$ cat config.mk
export PLATFORM = sky130hd
export DESIGN_NAME = icmp_echo_request_frame_builder_core
export DESIGN_NICKNAME = d
export VERILOG_FILES = /design/src/hw/rtl/icmpf_pkg.sv /design/src/hw/rtl/icmpf_csum_pipe.sv /design/src/hw/rtl/icmp_echo_request_frame_builder_core.sv
export SDC_FILE = /design/constraint.sdc
export NUM_CORES = 1
export LEC_CHECK = 0
export BUFFER_PORTS_ARGS = -buffer_cell sky130_fd_sc_hd__buf_4
export CORE_MARGIN = 5
export CORE_UTILIZATION = 50
export CTS_CLUSTER_DIAMETER = 50
export DETAILED_ROUTE_END_ITERATION = 8
export PLACE_DENSITY_LB_ADDON = 0.3
export SLEW_MARGIN = 15
export SYNTH_ARGS = -nofsm -noshare
export SYNTH_HDL_FRONTEND = slang
export SYNTH_HIERARCHICAL = 1
export SYNTH_SLANG_ARGS = --single-unit
$ cat constraint.sdc
create_clock -name clk -period 6.6 [get_ports clk]
set_input_delay 0.33 -clock clk [delete_from_list [all_inputs] [get_ports clk]]
set_output_delay 0.33 -clock clk [all_outputs]
set_load 0.01 [all_outputs]
$ cat src/hw/rtl/icmpf_pkg.sv
// Shared types, constants and constant functions for the ICMP echo request frame builder.
// No dependencies; imported by icmpf_csum_pipe and the core.
package icmpf_pkg;

  localparam int PAYLOAD_BYTES_DEF = 32;
  localparam int HDR_BYTES         = 42;
  localparam int IP_BASE_LEN       = 28;
  localparam int IDX_W             = 6;
  localparam int CFG_W             = 48;
  localparam int CFG_IDX_W         = 2;
  localparam int ALPHA_LEN         = 26;
  localparam int PAYLOAD_WORD0     = 21;

  localparam logic [15:0] ETHERTYPE_IPV4      = 16'h0800;
  localparam logic [15:0] IP_VER_IHL_TOS      = 16'h4500;
  localparam logic [15:0] IP_IDENT            = 16'h1234;
  localparam logic [15:0] IP_FLAGS_DF         = 16'h4000;
  localparam logic [7:0]  ICMP_PROTO_NUM      = 8'd1;
  localparam logic [15:0] ICMP_ECHO_TYPE_CODE = 16'h0800;
  localparam logic [7:0]  CHAR_A              = 8'h41;

  localparam logic [47:0] SOURCE_MAC_RST   = 48'h0;
  localparam logic [47:0] NEXT_HOP_MAC_RST = 48'h52550A000202;
  localparam logic [31:0] SOURCE_IP_RST    = 32'h0A000202;
  localparam logic [7:0]  TTL_RST          = 8'd64;

  typedef enum logic [CFG_IDX_W-1:0] {
    REG_SOURCE_MAC   = 2'd0,
    REG_NEXT_HOP_MAC = 2'd1,
    REG_SOURCE_IP    = 2'd2,
    REG_TTL          = 2'd3
  } reg_index_t;

  typedef struct packed {
    logic [31:0] dest_addr;
    logic [15:0] echo_id;
    logic [15:0] echo_seq;
  } request_t;

  typedef struct packed {
    logic [31:0] dest_addr;
    logic [15:0] echo_id;
    logic [15:0] echo_seq;
    logic [15:0] ip_csum;
    logic [15:0] icmp_csum;
  } frame_fields_t;

  function automatic logic [7:0] payload_byte(int pb, int i);
    if (i >= pb) return 8'h00;
    return 8'(int'(CHAR_A) + i % ALPHA_LEN);
  endfunction

  function automatic logic [15:0] payload_word(int pb, int j);
    return {payload_byte(pb, 2 * j), payload_byte(pb, 2 * j + 1)};
  endfunction

  function automatic logic [15:0] fold_const(int s);
    int t;
    t = s;
    for (int k = 0; k < 4; k++) t = (t & 32'hFFFF) + (t >> 16);
    return 16'(t);
  endfunction

  // constant part of the IPv4 header sum (protocol byte included)
  function automatic logic [15:0] ip_const_sum(int pb);
    return fold_const(int'(IP_VER_IHL_TOS) + IP_BASE_LEN + pb + int'(IP_IDENT)
                      + int'(IP_FLAGS_DF) + int'(ICMP_PROTO_NUM));
  endfunction

  // constant part of the ICMP sum: type/code plus the whole payload
  function automatic logic [15:0] icmp_const_sum(int pb);
    int s;
    s = int'(ICMP_ECHO_TYPE_CODE);
    for (int j = 0; j < ((pb + 1) >> 1); j++) s = s + int'(payload_word(pb, j));
    return fold_const(s);
  endfunction

endpackage

$ cat src/hw/rtl/icmpf_csum_pipe.sv
// Three-stage checksum pipeline: sums, first fold, second fold and complement.
// Depends on icmpf_pkg.
module icmpf_csum_pipe
  import icmpf_pkg::*;
#(
  parameter int PAYLOAD_BYTES = PAYLOAD_BYTES_DEF
) (
  input  logic          clk,
  input  logic          rst,
  input  logic          in_valid,
  output logic          in_ready,
  input  request_t      req,
  input  logic [31:0]   source_ip,
  input  logic [7:0]    time_to_live,
  output logic          out_valid,
  input  logic          out_ready,
  output frame_fields_t frame
);

  localparam logic [15:0] IP_K   = ip_const_sum(PAYLOAD_BYTES);
  localparam logic [15:0] ICMP_K = icmp_const_sum(PAYLOAD_BYTES);

  logic        v1, v2, v3;
  logic        en1, en2, en3;
  request_t    r1, r2, r3;
  logic [18:0] ip1;
  logic [17:0] ic1;
  logic [16:0] ip2, ic2;
  logic [15:0] ip_fold, ic_fold;
  logic [15:0] ip3, ic3;
  logic [18:0] ip_sum;
  logic [17:0] ic_sum;

  assign en3      = !v3 || out_ready;
  assign en2      = !v2 || en3;
  assign en1      = !v1 || en2;
  assign in_ready = en1;

  assign ip_sum = 19'(IP_K) + 19'({time_to_live, 8'h00}) + 19'(source_ip[31:16])
                + 19'(source_ip[15:0]) + 19'(req.dest_addr[31:16])
                + 19'(req.dest_addr[15:0]);
  assign ic_sum = 18'(ICMP_K) + 18'(req.echo_id) + 18'(req.echo_seq);

  // after the first fold a carry leaves at most 7 in the low half, so no carry remains
  assign ip_fold = ip2[15:0] + 16'(ip2[16]);
  assign ic_fold = ic2[15:0] + 16'(ic2[16]);

  always_ff @(posedge clk) begin
    if (rst) begin
      v1 <= 1'b0;
      v2 <= 1'b0;
      v3 <= 1'b0;
    end else begin
      if (en1) v1 <= in_valid;
      if (en2) v2 <= v1;
      if (en3) v3 <= v2;
    end
  end

  always_ff @(posedge clk) begin
    if (en1) begin
      r1  <= req;
      ip1 <= ip_sum;
      ic1 <= ic_sum;
    end
    if (en2) begin
      r2  <= r1;
      ip2 <= {1'b0, ip1[15:0]} + 17'(ip1[18:16]);
      ic2 <= {1'b0, ic1[15:0]} + 17'(ic1[17:16]);
    end
    if (en3) begin
      r3  <= r2;
      ip3 <= ~ip_fold;
      ic3 <= ~ic_fold;
    end
  end

  assign out_valid       = v3;
  assign frame.dest_addr = r3.dest_addr;
  assign frame.echo_id   = r3.echo_id;
  assign frame.echo_seq  = r3.echo_seq;
  assign frame.ip_csum   = ip3;
  assign frame.icmp_csum = ic3;

endmodule

$ cat src/hw/rtl/icmp_echo_request_frame_builder_core.sv
// Top level of the ICMP echo request frame builder: config registers, serializer, output register.
// Depends on icmpf_pkg and icmpf_csum_pipe.
//
// Usage:
//   Request channel (in_valid/in_ready): dest_addr, echo_id, echo_seq, one transaction per frame.
//   Word channel (out_valid/out_ready): frame_word, word_index, last_word, one transaction per
//   16-bit big-endian frame word; last_word marks the final word.
//   Config port: cfg_write with cfg_index/cfg_data writes one register per cycle; write only
//   while no frame is in flight.
// Timing:
//   From request accept to word 0 when idle: three checksum stages, then the serializer loads
//   the frame, then the output register.
//   Throughput is one word per cycle while out_ready is high: a frame is (43 + PAYLOAD_BYTES) / 2
//   words, 37 at the default, and the rate is set by the single word-wide output port. Up to three
//   requests queue in the checksum stages behind the frame being sent.
// Reset: pipeline and output are emptied and the registers take their default values.
// Stall: a low out_ready holds the output word; the serializer and the checksum stages back up
//   in turn and in_ready drops once all stages are full. Nothing is dropped or repeated.
module icmp_echo_request_frame_builder_core
  import icmpf_pkg::*;
#(
  parameter int PAYLOAD_BYTES = PAYLOAD_BYTES_DEF
) (
  input  logic                 clk,
  input  logic                 rst,
  input  logic                 in_valid,
  output logic                 in_ready,
  input  logic [31:0]          dest_addr,
  input  logic [15:0]          echo_id,
  input  logic [15:0]          echo_seq,
  output logic                 out_valid,
  input  logic                 out_ready,
  output logic [15:0]          frame_word,
  output logic [IDX_W-1:0]     word_index,
  output logic                 last_word,
  input  logic                 cfg_write,
  input  logic [CFG_IDX_W-1:0] cfg_index,
  input  logic [CFG_W-1:0]     cfg_data
);

  localparam int FRAME_WORDS = (HDR_BYTES + PAYLOAD_BYTES + 1) / 2;
  localparam int PAY_WORDS   = (PAYLOAD_BYTES + 1) / 2;
  localparam int PIDX_W      = (PAY_WORDS > 1) ? $clog2(PAY_WORDS) : 1;
  localparam logic [IDX_W-1:0] LAST_IDX = IDX_W'(FRAME_WORDS - 1);
  localparam logic [IDX_W-1:0] PAY_BASE = IDX_W'(PAYLOAD_WORD0);
  localparam logic [15:0]      IP_LEN   = 16'(IP_BASE_LEN + PAYLOAD_BYTES);

  function automatic logic [PAY_WORDS*16-1:0] pay_table();
    logic [PAY_WORDS*16-1:0] t;
    t = '0;
    for (int j = 0; j < PAY_WORDS; j++) t[j*16 +: 16] = payload_word(PAYLOAD_BYTES, j);
    return t;
  endfunction

  localparam logic [PAY_WORDS*16-1:0] PAY_TAB = pay_table();

  logic [47:0] source_mac;
  logic [47:0] next_hop_mac;
  logic [31:0] source_ip;
  logic [7:0]  time_to_live;

  always_ff @(posedge clk) begin
    if (rst) begin
      source_mac   <= SOURCE_MAC_RST;
      next_hop_mac <= NEXT_HOP_MAC_RST;
      source_ip    <= SOURCE_IP_RST;
      time_to_live <= TTL_RST;
    end else if (cfg_write) begin
      case (reg_index_t'(cfg_index))
        REG_SOURCE_MAC:   source_mac   <= cfg_data[47:0];
        REG_NEXT_HOP_MAC: next_hop_mac <= cfg_data[47:0];
        REG_SOURCE_IP:    source_ip    <= cfg_data[31:0];
        REG_TTL:          time_to_live <= cfg_data[7:0];
        default: ;
      endcase
    end
  end

  request_t      req;
  frame_fields_t pipe_frame;
  logic          pipe_valid, pipe_ready;

  assign req.dest_addr = dest_addr;
  assign req.echo_id   = echo_id;
  assign req.echo_seq  = echo_seq;

  icmpf_csum_pipe #(
    .PAYLOAD_BYTES(PAYLOAD_BYTES)
  ) u_csum (
    .clk          (clk),
    .rst          (rst),
    .in_valid     (in_valid),
    .in_ready     (in_ready),
    .req          (req),
    .source_ip    (source_ip),
    .time_to_live (time_to_live),
    .out_valid    (pipe_valid),
    .out_ready    (pipe_ready),
    .frame        (pipe_frame)
  );

  // serializer
  logic              busy;
  logic [IDX_W-1:0]  cnt;
  frame_fields_t     frm;
  logic              out_ld, done;
  logic [15:0]       word;
  logic [PIDX_W-1:0] pidx;
  logic [IDX_W-1:0]  pofs;

  assign out_ld     = busy && (!out_valid || out_ready);
  assign done       = out_ld && (cnt == LAST_IDX);
  assign pipe_ready = !busy || done;
  assign pofs       = cnt - PAY_BASE;
  assign pidx       = PIDX_W'(pofs);

  always_comb begin
    case (cnt)
      6'd0:    word = next_hop_mac[47:32];
      6'd1:    word = next_hop_mac[31:16];
      6'd2:    word = next_hop_mac[15:0];
      6'd3:    word = source_mac[47:32];
      6'd4:    word = source_mac[31:16];
      6'd5:    word = source_mac[15:0];
      6'd6:    word = ETHERTYPE_IPV4;
      6'd7:    word = IP_VER_IHL_TOS;
      6'd8:    word = IP_LEN;
      6'd9:    word = IP_IDENT;
      6'd10:   word = IP_FLAGS_DF;
      6'd11:   word = {time_to_live, ICMP_PROTO_NUM};
      6'd12:   word = frm.ip_csum;
      6'd13:   word = source_ip[31:16];
      6'd14:   word = source_ip[15:0];
      6'd15:   word = frm.dest_addr[31:16];
      6'd16:   word = frm.dest_addr[15:0];
      6'd17:   word = ICMP_ECHO_TYPE_CODE;
      6'd18:   word = frm.icmp_csum;
      6'd19:   word = frm.echo_id;
      6'd20:   word = frm.echo_seq;
      default: word = PAY_TAB[pidx*16 +: 16];
    endcase
  end

  always_ff @(posedge clk) begin
    if (rst) begin
      busy      <= 1'b0;
      cnt       <= '0;
      out_valid <= 1'b0;
    end else begin
      if (pipe_ready) begin
        busy <= pipe_valid;
        cnt  <= '0;
      end else if (out_ld) begin
        cnt <= cnt + 6'd1;
      end
      if (out_ld)         out_valid <= 1'b1;
      else if (out_ready) out_valid <= 1'b0;
    end
  end

  always_ff @(posedge clk) begin
    if (pipe_ready) frm <= pipe_frame;
    if (out_ld) begin
      frame_word <= word;
      word_index <= cnt;
      last_word  <= (cnt == LAST_IDX);
    end
  end

  a_last_matches_index: assert property (@(posedge clk) disable iff (rst)
    out_valid |-> (last_word == (word_index == LAST_IDX)))
    else $error("last_word does not match word_index");

  a_index_steps: assert property (@(posedge clk) disable iff (rst)
    out_valid && out_ready && !last_word |=>
      out_valid && (word_index == $past(word_index) + 6'd1))
    else $error("word sequence gap inside a frame");

  a_next_frame_starts_at_zero: assert property (@(posedge clk) disable iff (rst)
    out_valid && out_ready && last_word && busy |=> out_valid && (word_index == '0))
    else $error("queued frame did not start at word 0");

endmodule
==> flow_summary_export.csv <==
group,metric,value,unit
global_route,grt_pass1_wl,105000,um
floorplanning,die_h,230,um
power,power_density,325,nW/um^2
final_layout,final_common_cell,"edfxtp_1",
sta,fmax,217,MHz
drt,wl,69600,um
clock_network,ctsLongestPathBuffers,3,
clock_network,post-cts-setup-buffers,0,
drt,met3_length,5930,um
drt,post-route-drc-count,0,
setup_path,crit_top_cell,"buf_4",
yosys,synth-warning-count,6,
drt,vias,16700,
yosys,syn-num-nets,2230,
drt,drt-pass1-iter-count,6,
sta,worst_pin_slew,1260,ps
setup_path,path_cells,"inv_1 > ha_1 > buf_4 > nor3b_1 > and3_1 > a21o_4 > nor2b_1 > and2_1 > nand2_4 > buf_4",
floorplanning,rows,80,
place,place_area,25900,um^2
setup_path,cp_top_family,"simple AND/OR/NAND/NOR gates",
setup_path,endpoint_kind,"output port",
hold_path,worstHoldPathType,"in2reg",
place,hpwl,47900,um
setup_path,cp.buffers_inverters,3,
floorplanning,die_area,53000,um^2
setup_path,slowest_stage,"nand2_4",
yosys,avgSynthCellArea,12.2,um^2
global_route,grt_max_degree,86,
drt,wl_per_cell,24.0,um
yosys,synth_seq_cells,561,
place,placed_cells_incl_taps,2678,
yosys,syn_inst,1984,
clock_network,clkTransAtPathRegs,70,ps
drt,wl_met2,32000,um
clock_network,clock_sinks,561,
global_route,grt_pass1_vias,16600,
sta,finalHoldViolCount,0,
yosys,syn-cell-area,24200,um^2
setup_path,cpPeakStageDelay,600,ps
job,drv_cap,0,
power,leakage,11.4,nW
yosys,synth_edf_count,414,
clock_network,clk-insertion-delay-late,620,ps
yosys,ys_async_sr_fraction,0,%
final_layout,final_cell_mix,"edfxtp_1 (414), nand2_1 (317), inv_1 (192)",
yosys,synth-seq-area-share,63.4,%
drt,routed_via_density,5.75,
sta,setup_viol,0,
final_layout,drive_gt1_share,12.8,%
final_layout,design_area,29000,um^2
drt,wl_met1,28300,um
clock_network,cts_root_buffer,"clkbuf_16",
place,numPortBuffers,143,
drt,top_layer,"met5",
clock_network,cts_made_buffers,60,
drt,antenna_left,0,
outcome,status,"finished, final reports clean",
setup_path,cp.required,6270,ps
sta,skew,20.1,ps
clock_network,htree_levels,2,
setup_path,cp_max_fo,56,
final_layout,syn2layout_area_growth,19.8,%
floorplanning,core_area,47800,um^2
drt,drtIter0Drc,1916,
setup_path,worstSetupPathType,"reg2out",
sta,rsz0062_at_grt,"no",
sta,min_period,4600,ps
sta,worst_hold_slack,32.3,ps
power,vdd_drop_max,0.245,mV
floorplanning,initial_core_util,50.7,%
sta,slew_headroom,16.1,%
yosys,synth_cell_types,78,
global_route,track_usage,26.0,%
final_layout,instances_no_fill,2902,
sta,fin_crit_sh,69.7,%
sta,slew_viol_final,0,
global_route,antenna_found_initial,4,
place,place.gp.congestion,0.963,
floorplanning,io_pins,144,
setup_path,start_kind,"flop",
floorplanning,dieWidth,230,um
setup_path,crit_arrival,4270,ps
yosys,synth_ff_type,"edfxtp_1",
global_route,grt_overflow,0,
sta,setup_tns,0,ps
clock_network,cts_tree,"yes",
final_layout,nets,2481,
## where the power goes
| group | total [mW] | switching (mW) | leakage [nW] | internal (mW) |
|---|---|---|---|---|
| clock network | 3.45 | 1.42 | 1.00 | 2.03 |
| logic | 1.25 | 0.684 | 4.87 | 0.567 |
| registers | 4.73 | 0.327 | 5.54 | 4.40 |
## cells in the mapped netlist (5+ instances only)
cell type	n	area, um^2
o21ai_0	13	65.1
nand2b_1	6	37.5
nor3_1	6	30.0
a211oi_1	8	60.1
dfxtp_1	147	2940
a21o_1	8	60.1
a21oi_1	168	841
o21bai_1	7	52.6
fa_1	43	861
xnor2_1	52	455
and4_1	8	70.1
ha_1	84	1050
nand2_1	318	1190
and2_1	8	50.1
a221oi_1	13	114
a22oi_1	53	398
edfxtp_1	414	12400
nor2b_1	10	62.6
xor2_1	33	289
inv_1	194	728
buf_4	8	60.1
nor2_1	67	251
buf_2	7	35.0
o21a_1	7	52.6
clkbuf_1	65	244
nand3b_1	24	180
and3_1	34	213
a222oi_1	5	50.1
o22ai_1	9	56.3
nand3_1	34	170
nand4_1	18	113
mux2i_1	9	90.1
a32oi_1	15	131
a22o_1	7	61.3
## sequential cells by signal (all words and copies together) (netlist names), 6 cells and up
signal        cells
frm              96
u_csum/ic3       16
u_csum/frame     64
source_ip        32
u_csum/ip2       17
time_to_live      8
frame_word       16
u_csum/ip1       19
cnt               6
next_hop_mac     48
u_csum/r2        64
u_csum/ic1       18
u_csum/ic2       17
source_mac       48
u_csum/r1        64
word_index        6
u_csum/ip3       16
## metrics by stage
| step | worst slack (ps) | power, mW | util [%] |
|---|---|---|---|
| global placement | 2530 | 5.93 | 54.1 |
| floorplan | 200 | 5.46 | - |
| CTS | 1900 | 9.45 | 60.7 |
| finish | 2000 | 9.43 | 60.7 |
| global route | 1730 | 9.81 | 60.7 |
| detailed placement | 2260 | 5.97 | 54.1 |
## metal layers
metal | track usage (%) | vias up
li1 | - | 7534
met1 | 36.6 | 8095
met2 | 41.1 | 871
met3 | 3.85 | 181
met4 | 10.7 | 4
met5 | 0 | -
## layout make-up
| cell class | instances | area (um^2) |
|---|---|---|
| Antenna cell | 1 | 2.50 |
| Tap cell | 615 | 769 |
| Sequential cell | 561 | 15400 |
| Multi-Input combinational cell | 1143 | 7780 |
| Clock buffer | 79 | 1620 |
| Clock inverter | 34 | 423 |
| Inverter | 194 | 732 |
| Fill cell | 3641 | 18800 |
| Timing Repair Buffer | 275 | 2340 |
## worst reg2reg max path, stage by stage, from the launching register on
cell	delay, ps
dfxtp_1	390
inv_1	240
ha_1	200
buf_4	390
nor3b_1	480
and3_1	260
a21o_4	340
nor2b_1	140
and2_1	260
inv_4	690
buf_4	500
## worst paths after layout
kind | from | end | slack (ps) | depth (start not counted)
min reg2reg | u_csum/r2[57] | u_csum/frame[89] | 410 | 0
min | cfg_data[4] | source_mac[4] | 30 | 3
max reg2reg | cnt[0] | u_csum/ic2[11] | 2350 | 10
max | cnt[0] | in_ready | 2000 | 10
## kinds of logic (layout without fill, tap and decap cells)
family,Yosys count,count (layout),share of synthesized area [%]
AO/OA/AOI/OAI,350,350,9.44
AND/OR/NAND/NOR,568,568,11.0
buffers and inverters,280,582,4.62
other,0,1,0
XOR/XNOR,85,85,3.07
adder cells (fa/ha/maj),127,127,7.89
flip-flops,561,561,63.4
multiplexers,13,13,0.557
## repair_timing
item | 4_1_cts | 5_1_grt
hold buffers | 110 | 0
gates resized for setup | 0 | 0
endpoints found under the hold margin | 179 | 0
Note: power is estimated with default switching activity, not from simulation.
